==> src/hdl/ita_pkg.sv <==
`default_nettype none

package ita_pkg;

  // Value width and derived index widths
  localparam int unsigned VALUE_WIDTH = 32;
  localparam int unsigned IDX_W       = $clog2(VALUE_WIDTH);
  localparam int unsigned CNT_W       = $clog2(VALUE_WIDTH + 1);

  // Field widths fixed by the interface
  localparam int unsigned RADIX_W = 5;
  localparam int unsigned DIGIT_W = 4;
  localparam int unsigned CHAR_W  = 7;

  // Radix clamp limits
  localparam logic [RADIX_W-1:0] RADIX_MIN = 5'd2;
  localparam logic [RADIX_W-1:0] RADIX_MAX = 5'd16;

  // ASCII codes
  localparam logic [CHAR_W-1:0] MINUS_CHAR = 7'h2D;
  localparam logic [CHAR_W-1:0] ZERO_CHAR  = 7'h30;
  localparam logic [CHAR_W-1:0] NINE_CHAR  = 7'h39;
  localparam logic [CHAR_W-1:0] UPPER_A    = 7'h41;
  localparam logic [CHAR_W-1:0] UPPER_F    = 7'h46;
  localparam logic [DIGIT_W-1:0] DIGIT_TEN = 4'd10;

  // Digit store write request
  typedef struct packed {
    logic               en;
    logic [IDX_W-1:0]   addr;
    logic [DIGIT_W-1:0] digit;
  } digit_wr_t;

  // Emission start request
  typedef struct packed {
    logic             start;
    logic [CNT_W-1:0] count;
    logic             minus;
  } emit_req_t;

  // Digit value to upper-case ASCII glyph
  function automatic logic [CHAR_W-1:0] glyph(input logic [DIGIT_W-1:0] digit);
    logic [CHAR_W-1:0] ext;
    ext = CHAR_W'(digit);
    if (digit < DIGIT_TEN) begin
      glyph = ZERO_CHAR + ext;
    end else begin
      glyph = UPPER_A + ext - CHAR_W'(DIGIT_TEN);
    end
  endfunction

endpackage

`default_nettype wire

==> src/hdl/integer_to_ascii_radix.sv <==
// Each digit is one full bit-serial pass of the divider over the dividend; digits are
// written to the digit store least significant first and emitted most significant first.
// Each digit character goes through FETCH, LOAD and HOLD, and stays in HOLD while stalled.
// Throughput: one request at a time; the next is taken once its last character has gone.
// Reset (rst_ni low, asynchronous) clears all control state; the digit store is not cleared.
`default_nettype none

module integer_to_ascii_radix (
  input  wire logic                                   clk_i,
  input  wire logic                                   rst_ni,
  input  wire logic                                   in_valid_i,
  output logic                                        in_stall_o,
  input  wire logic signed [ita_pkg::VALUE_WIDTH-1:0] value_i,
  input  wire logic [ita_pkg::RADIX_W-1:0]            radix_i,
  input  wire logic                                   signed_mode_i,
  output logic                                        out_valid_o,
  input  wire logic                                   out_stall_i,
  output logic [ita_pkg::CHAR_W-1:0]                  character_o,
  output logic                                        last_char_o
);

  localparam logic S_IDLE = 1'b0;
  localparam logic S_DIV  = 1'b1;

  logic                                state_q, state_d;
  logic [ita_pkg::CNT_W-1:0]           count_q, count_d;
  logic [ita_pkg::RADIX_W-1:0]         radix_q, radix_d;
  logic                                minus_q, minus_d;
  logic                                accept;
  logic [ita_pkg::VALUE_WIDTH-1:0]     val_u;
  logic [ita_pkg::VALUE_WIDTH-1:0]     mag;
  logic                                neg;
  logic [ita_pkg::RADIX_W-1:0]         radix_clamped;
  logic [ita_pkg::CNT_W-1:0]           count_inc;
  logic                                div_start;
  logic [ita_pkg::VALUE_WIDTH-1:0]     div_dividend;
  logic                                div_done;
  logic [ita_pkg::VALUE_WIDTH-1:0]     div_quot;
  logic [ita_pkg::DIGIT_W-1:0]         div_rem;
  logic                                div_quot_nz;
  logic                                emit_busy;
  ita_pkg::digit_wr_t                  digit_wr;
  ita_pkg::emit_req_t                  emit_req;

  // Request handshake: one number in flight
  assign in_stall_o = (state_q != S_IDLE) || emit_busy;
  assign accept     = in_valid_i && !in_stall_o;

  // Sign handling and radix clamp
  assign val_u = value_i;
  assign neg   = signed_mode_i && val_u[ita_pkg::VALUE_WIDTH-1];
  assign mag   = neg ? (~val_u + ita_pkg::VALUE_WIDTH'(1)) : val_u;

  always_comb begin
    priority if (radix_i < ita_pkg::RADIX_MIN) begin
      radix_clamped = ita_pkg::RADIX_MIN;
    end else if (radix_i > ita_pkg::RADIX_MAX) begin
      radix_clamped = ita_pkg::RADIX_MAX;
    end else begin
      radix_clamped = radix_i;
    end
  end

  assign count_inc = count_q + ita_pkg::CNT_W'(1);

  // Digit generation sequencer
  always_comb begin
    state_d        = state_q;
    count_d        = count_q;
    radix_d        = radix_q;
    minus_d        = minus_q;
    div_start      = 1'b0;
    div_dividend   = div_quot;
    digit_wr.en    = 1'b0;
    digit_wr.addr  = count_q[ita_pkg::IDX_W-1:0];
    digit_wr.digit = div_rem;
    emit_req.start = 1'b0;
    emit_req.count = count_inc;
    emit_req.minus = minus_q;
    unique case (state_q)
      S_IDLE: begin
        if (accept) begin
          radix_d      = radix_clamped;
          minus_d      = neg;
          count_d      = '0;
          div_start    = 1'b1;
          div_dividend = mag;
          state_d      = S_DIV;
        end
      end
      S_DIV: begin
        if (div_done) begin
          digit_wr.en = 1'b1;
          count_d     = count_inc;
          if (div_quot_nz && (count_inc < ita_pkg::CNT_W'(ita_pkg::VALUE_WIDTH))) begin
            div_start = 1'b1;
          end else begin
            emit_req.start = 1'b1;
            state_d        = S_IDLE;
          end
        end
      end
      default: begin
        state_d = S_IDLE;
      end
    endcase
  end

  always_ff @(posedge clk_i or negedge rst_ni) begin
    if (!rst_ni) begin
      state_q <= S_IDLE;
      count_q <= '0;
      minus_q <= 1'b0;
      radix_q <= ita_pkg::RADIX_MIN;
    end else begin
      state_q <= state_d;
      count_q <= count_d;
      minus_q <= minus_d;
      radix_q <= radix_d;
    end
  end

  ita_divider u_divider (
    .clk_i      (clk_i),
    .rst_ni     (rst_ni),
    .start_i    (div_start),
    .dividend_i (div_dividend),
    .radix_i    (radix_q),
    .done_o     (div_done),
    .quot_o     (div_quot),
    .rem_o      (div_rem),
    .quot_nz_o  (div_quot_nz)
  );

  ita_emitter u_emitter (
    .clk_i       (clk_i),
    .rst_ni      (rst_ni),
    .wr_i        (digit_wr),
    .req_i       (emit_req),
    .busy_o      (emit_busy),
    .out_valid_o (out_valid_o),
    .out_stall_i (out_stall_i),
    .character_o (character_o),
    .last_char_o (last_char_o)
  );

endmodule

`default_nettype wire

==> src/hdl/ita_divider.sv <==
`default_nettype none

// Bit-serial restoring divider: one dividend bit per cycle, small remainder
module ita_divider (
  input  wire logic                                clk_i,
  input  wire logic                                rst_ni,
  input  wire logic                                start_i,
  input  wire logic [ita_pkg::VALUE_WIDTH-1:0]     dividend_i,
  input  wire logic [ita_pkg::RADIX_W-1:0]         radix_i,
  output logic                                     done_o,
  output logic [ita_pkg::VALUE_WIDTH-1:0]          quot_o,
  output logic [ita_pkg::DIGIT_W-1:0]              rem_o,
  output logic                                     quot_nz_o
);

  logic                                 busy_q, busy_d;
  logic                                 done_q, done_d;
  logic [ita_pkg::IDX_W-1:0]            cnt_q, cnt_d;
  logic [ita_pkg::VALUE_WIDTH-1:0]      div_q, div_d;
  logic [ita_pkg::DIGIT_W-1:0]          rem_q, rem_d;
  logic                                 nz_q, nz_d;
  logic [ita_pkg::RADIX_W-1:0]          rem_shift;
  logic [ita_pkg::RADIX_W-1:0]          rem_sub;
  logic                                 qbit;

  // One restoring step: shift in the next dividend bit, subtract if it fits
  assign rem_shift = {rem_q, div_q[ita_pkg::VALUE_WIDTH-1]};
  assign qbit      = (rem_shift >= radix_i);
  assign rem_sub   = rem_shift - radix_i;

  always_comb begin
    busy_d = busy_q;
    done_d = 1'b0;
    cnt_d  = cnt_q;
    div_d  = div_q;
    rem_d  = rem_q;
    nz_d   = nz_q;
    if (start_i) begin
      busy_d = 1'b1;
      cnt_d  = '0;
      div_d  = dividend_i;
      rem_d  = '0;
      nz_d   = 1'b0;
    end else if (busy_q) begin
      div_d = {div_q[ita_pkg::VALUE_WIDTH-2:0], qbit};
      rem_d = qbit ? rem_sub[ita_pkg::DIGIT_W-1:0] : rem_shift[ita_pkg::DIGIT_W-1:0];
      nz_d  = nz_q | qbit;
      cnt_d = cnt_q + 1'b1;
      if (cnt_q == ita_pkg::IDX_W'(ita_pkg::VALUE_WIDTH - 1)) begin
        busy_d = 1'b0;
        done_d = 1'b1;
      end
    end
  end

  // Control state
  always_ff @(posedge clk_i or negedge rst_ni) begin
    if (!rst_ni) begin
      busy_q <= 1'b0;
      done_q <= 1'b0;
      cnt_q  <= '0;
    end else begin
      busy_q <= busy_d;
      done_q <= done_d;
      cnt_q  <= cnt_d;
    end
  end

  // Datapath shift registers
  always_ff @(posedge clk_i) begin
    div_q <= div_d;
    rem_q <= rem_d;
    nz_q  <= nz_d;
  end

  assign done_o    = done_q;
  assign quot_o    = div_q;
  assign rem_o     = rem_q;
  assign quot_nz_o = nz_q;

endmodule

`default_nettype wire

==> src/hdl/ita_emitter.sv <==
`default_nettype none

// Digit store and character output stage, most significant digit first
module ita_emitter (
  input  wire logic                         clk_i,
  input  wire logic                         rst_ni,
  input  wire ita_pkg::digit_wr_t           wr_i,
  input  wire ita_pkg::emit_req_t           req_i,
  output logic                              busy_o,
  output logic                              out_valid_o,
  input  wire logic                         out_stall_i,
  output logic [ita_pkg::CHAR_W-1:0]        character_o,
  output logic                              last_char_o
);

  localparam logic [1:0] E_IDLE  = 2'd0;
  localparam logic [1:0] E_FETCH = 2'd1;
  localparam logic [1:0] E_LOAD  = 2'd2;
  localparam logic [1:0] E_HOLD  = 2'd3;

  logic [1:0]                      state_q, state_d;
  logic [ita_pkg::CNT_W-1:0]       k_q, k_d;
  logic                            valid_q, valid_d;
  logic [ita_pkg::CHAR_W-1:0]      char_q, char_d;
  logic                            last_q, last_d;
  logic [ita_pkg::DIGIT_W-1:0]     rd_data_q;
  logic [ita_pkg::CNT_W-1:0]       k_dec;
  logic [ita_pkg::IDX_W-1:0]       rd_addr;
  logic [ita_pkg::DIGIT_W-1:0]     store_mem [ita_pkg::VALUE_WIDTH];

  assign k_dec   = k_q - ita_pkg::CNT_W'(1);
  assign rd_addr = k_dec[ita_pkg::IDX_W-1:0];

  // Digit store, one write and one registered read port
  always_ff @(posedge clk_i) begin
    if (wr_i.en) begin
      store_mem[wr_i.addr] <= wr_i.digit;
    end
    if (state_q == E_FETCH) begin
      rd_data_q <= store_mem[rd_addr];
    end
  end

  // Emission sequencer
  always_comb begin
    state_d = state_q;
    k_d     = k_q;
    valid_d = valid_q;
    char_d  = char_q;
    last_d  = last_q;
    unique case (state_q)
      E_IDLE: begin
        if (req_i.start) begin
          k_d = req_i.count;
          if (req_i.minus) begin
            char_d  = ita_pkg::MINUS_CHAR;
            last_d  = 1'b0;
            valid_d = 1'b1;
            state_d = E_HOLD;
          end else begin
            state_d = E_FETCH;
          end
        end
      end
      E_FETCH: begin
        state_d = E_LOAD;
      end
      E_LOAD: begin
        char_d  = ita_pkg::glyph(rd_data_q);
        last_d  = (k_q == ita_pkg::CNT_W'(1));
        valid_d = 1'b1;
        k_d     = k_dec;
        state_d = E_HOLD;
      end
      E_HOLD: begin
        if (!out_stall_i) begin
          valid_d = 1'b0;
          state_d = (k_q == '0) ? E_IDLE : E_FETCH;
        end
      end
      default: begin
        state_d = E_IDLE;
      end
    endcase
  end

  always_ff @(posedge clk_i or negedge rst_ni) begin
    if (!rst_ni) begin
      state_q <= E_IDLE;
      k_q     <= '0;
      valid_q <= 1'b0;
    end else begin
      state_q <= state_d;
      k_q     <= k_d;
      valid_q <= valid_d;
    end
  end

  // Output payload
  always_ff @(posedge clk_i) begin
    char_q <= char_d;
    last_q <= last_d;
  end

  assign busy_o      = (state_q != E_IDLE);
  assign out_valid_o = valid_q;
  assign character_o = char_q;
  assign last_char_o = last_q;

endmodule

`default_nettype wire

==> config.mk <==
export PLATFORM = sky130hd
export DESIGN_NAME = integer_to_ascii_radix
export DESIGN_NICKNAME = d
export VERILOG_FILES = /design/src/hdl/ita_pkg.sv /design/src/hdl/integer_to_ascii_radix.sv /design/src/hdl/ita_divider.sv /design/src/hdl/ita_emitter.sv
export SDC_FILE = /design/constraint.sdc
export NUM_CORES = 1
export LEC_CHECK = 0
export BUFFER_PORTS_ARGS = -buffer_cell sky130_fd_sc_hd__buf_2
export CORE_MARGIN = 10
export CORE_UTILIZATION = 25
export CTS_CLUSTER_SIZE = 24
export DETAILED_ROUTE_END_ITERATION = 8
export PLACE_DENSITY_LB_ADDON = 0.05
export SYNTH_ARGS = -nofsm -noshare
export SYNTH_HDL_FRONTEND = slang
export SYNTH_SLANG_ARGS = --single-unit
==> constraint.sdc <==
create_clock -name clk_i -period 6.55 [get_ports clk_i]
set_input_delay 0.655 -clock clk_i [delete_from_list [all_inputs] [get_ports clk_i]]
set_output_delay 0.655 -clock clk_i [all_outputs]
set_load 0.02 [all_outputs]
==> out/metrics.yaml <==
grt_pass1_vias: 6419
drv_slew: 0
grt_max_degree: 77
die_area_sq_um: 47200
n_antenna_cell: 0
worstMarginPinSlew_ns: 0.931
min_path_type: "in2async"
rsz0062_at_grt: "false"
synth_ff_type: "edfxtp_1"
clkSinkCount: 206
power.density_nw_per_um2: 471
vias: 5969
yosysTopAreaCell: "edfxtp_1"
p_seq_share_pct: 41.7
synth_top_area_share_pct: 53.1
antenna_found_initial: 0
period_share_pct: 50.9
syn_avg_cell_area_sq_um: 13.4
cp_max_fo: 40
drt_wl_total_microns: 24800
core_area_sq_um: 38600
ys_top_cells_by_count: "172 x edfxtp_1, 86 x nor2_1, 43 x a21oi_1, 38 x nand2_1, 32 x mux4_2"
status: "complete, no violations"
cp_slowest_cell: "ha_1"
crit_family: "buffers and inverters"
cts_buffers: 25
hold_viol: 0
overflow: 0
grt_usage_pct: 10.5
ys_async_sr_fraction_pct: 14.1
synth_cell_types: 70
fmaxAchievable_ghz: 0.300
cts_resized: 0
synth.most_common_cell: "edfxtp_1"
power.internal_w: 0.00340
cp_num_buf_inv: 3
cpMostUsedCell: "buf_4"
wl_per_cell_microns: 18.9
cts_hold_buf: 0
area_growth_pct: 15.5
synth_area_sq_um: 9730
ys_ff_latch: 206
netlist_top_cells_area: "edfxtp_1 53%, mux4_2 7.4%, dfrtp_1 7.2%, nor2_1 3.3%, xor2_1 2.6%"
rows: 72
timing.final.crit_period_ns: 3.33
gp_congestion: 0.794
firstDrtPassIters: 4
port_buffers: 51
pwr-share-comb_pct: 34.0
placed_cells: 1263
synth-edff-count: 172
start_kind: "flop"
finalSetupTns_ns: 0
fin_skew_ns: 0.0220
worstPathArrival_ns: 3.57
drv_cap: 0
grt_pass1_wl_microns: 39200
power_frac_clock_pct: 24.2
yosysSeqAreaShare_pct: 61.6
drive_gt1_share_pct: 18.2
netSwitchingPower_w: 0.00189
worst-endpoint-required_ns: 6.79
clock_latency_ns: 0.53
cts_max_path_buffers: 3
fin_cells: 1308
path_cells: "buf_4 > inv_1 > ha_1 > buf_4 > mux4_2 > mux2i_1 > a22o_1 > a221oi_1"
critPathMaxStageDelay_ns: 0.81
dieWidth_microns: 217
critPathCaptureType: "flop"
critPathKind: "reg2reg"
drc: 0
finalNetCount: 835
synthCells: 724
cts_max_level: 1
ios: 52
cts_tree: "done"
multiInputGateArea_sq_um: 3440
ant_nets: 0
routed_via_density: 4.56
ys.warnings.count: 0
cts_setup_buffers: 0
setup_viol_count_final: 0
switching_share_pct: 35.7
clk_pin_slew_ns: 0.06
max-vdd-ir-drop_uv: 180
p_leak_nw: 3.84
dp_hpwl_microns: 16800
drt_iter0_drc: 379
nFillCells: 3986
ff_latch_area_sq_um: 6000
die_h_microns: 217
synth_nets: 787
maxSlewHeadroom_pct: 37.9
cts_root_buffer: "clkbuf_16"
start_util_pct: 25.2
[power groups by stage]
stage               registers (W)  clock network [W]  logic [W]
floorplan                 0.00209                  0    0.00138
global placement          0.00225                  0    0.00181
detailed placement        0.00225                  0    0.00184
CTS                       0.00223            0.00134    0.00185
global route              0.00227            0.00139    0.00202
finish                    0.00221            0.00128    0.00180
[cells by family (layout without fill, tap and decap cells)]
group	Yosys count	in the layout	synth area share (%)
flip-flops	206	206	61.6
AND/OR/NAND/NOR	203	203	10.1
adder cells (fa/ha/maj)	21	21	2.78
AO/OA/AOI/OAI	136	136	9.31
multiplexers	53	53	9.56
buffers and inverters	66	132	3.20
XOR/XNOR	39	39	3.51
[worst reg2reg max path, delay by kind of cell, from the launching register on]
kind                       cells  cell delay, ns
DFF                            1            0.34
muxes                          2            0.57
buffers and inverters          3            1.07
AOI/OAI and AO/OA              2            0.28
adders and majority gates      1            0.81
[sequential cells by signal, indices dropped and copies added (netlist names), 4 cells and up]
register,flops
u_emitter.k_q,6
u_divider.rem_o,4
u_emitter.rd_data_q,4
u_divider.quot_o,32
u_emitter.store_mem,128
radix_q,5
u_divider.cnt_q,5
count_q,6
u_emitter.character_o,7
[cells in the final DEF, fill, tap and decap left out, types with 20 or more instances in the layout]
cell type	n
a21oi_1	43
buf_2	51
clkbuf_16	25
dfrtp_1	27
edfxtp_1	172
ha_1	20
inv_1	31
mux2i_1	21
mux4_2	32
nand2_1	38
nor2_1	86
o21ai_1	20
xor2_1	28
[area by class of cell]
type,instances,area share (%)
flip-flops and latches,206,53.4
multi-input cells,452,30.6
well taps,518,5.77
clock buffers,29,5.70
repair buffers,56,2.61
inverters,31,1.04
clock inverters,16,0.924
[routing by layer]
metal | wire [microns] | GRT usage [%] | up-vias
li1 | - | - | 2834
met3 | 1040 | 2.11 | 33
met4 | 496 | 2.61 | 0
met1 | 11600 | 13.9 | 3002
met5 | 0 | 0 | -
met2 | 11600 | 17.3 | 100
[per-stage QoR]
stage / setup WS (ns) / hold WS (ns) / total power, W / utilization [%] / instance area [sq um]
floorplan: 3.53 / 0.359 / 0.00347 / - / 9730
global placement: 3.22 / 0.510 / 0.00407 / 27.2 / 10500
detailed placement: 3.13 / 0.517 / 0.00409 / 27.2 / 10500
CTS: 3.12 / 0.195 / 0.00541 / 29.1 / 11200
global route: 2.97 / 0.236 / 0.00568 / 29.1 / 11200
finish: 3.22 / 0.190 / 0.00529 / 29.1 / 11200
[final timing paths]
check | end | slack, ns | startpoint | cells past startpoint
worst max register to register | u_emitter.rd_data_q[3] | 3.22 | u_emitter.k_q[0] | 8
worst max-delay path | u_emitter.rd_data_q[3] | 3.22 | u_emitter.k_q[0] | 8
max in group asynchronous | u_emitter.k_q[0] | 5.86 | rst_ni | 1
worst min-delay path | u_emitter.state_q[0] | 0.19 | rst_ni | 1
worst min register to register | radix_q[1] | 0.52 | radix_q[1] | 2
min in group clk_i | radix_q[1] | 0.35 | radix_i[4] | 2
Note: power is estimated with default switching activity, not from simulation.
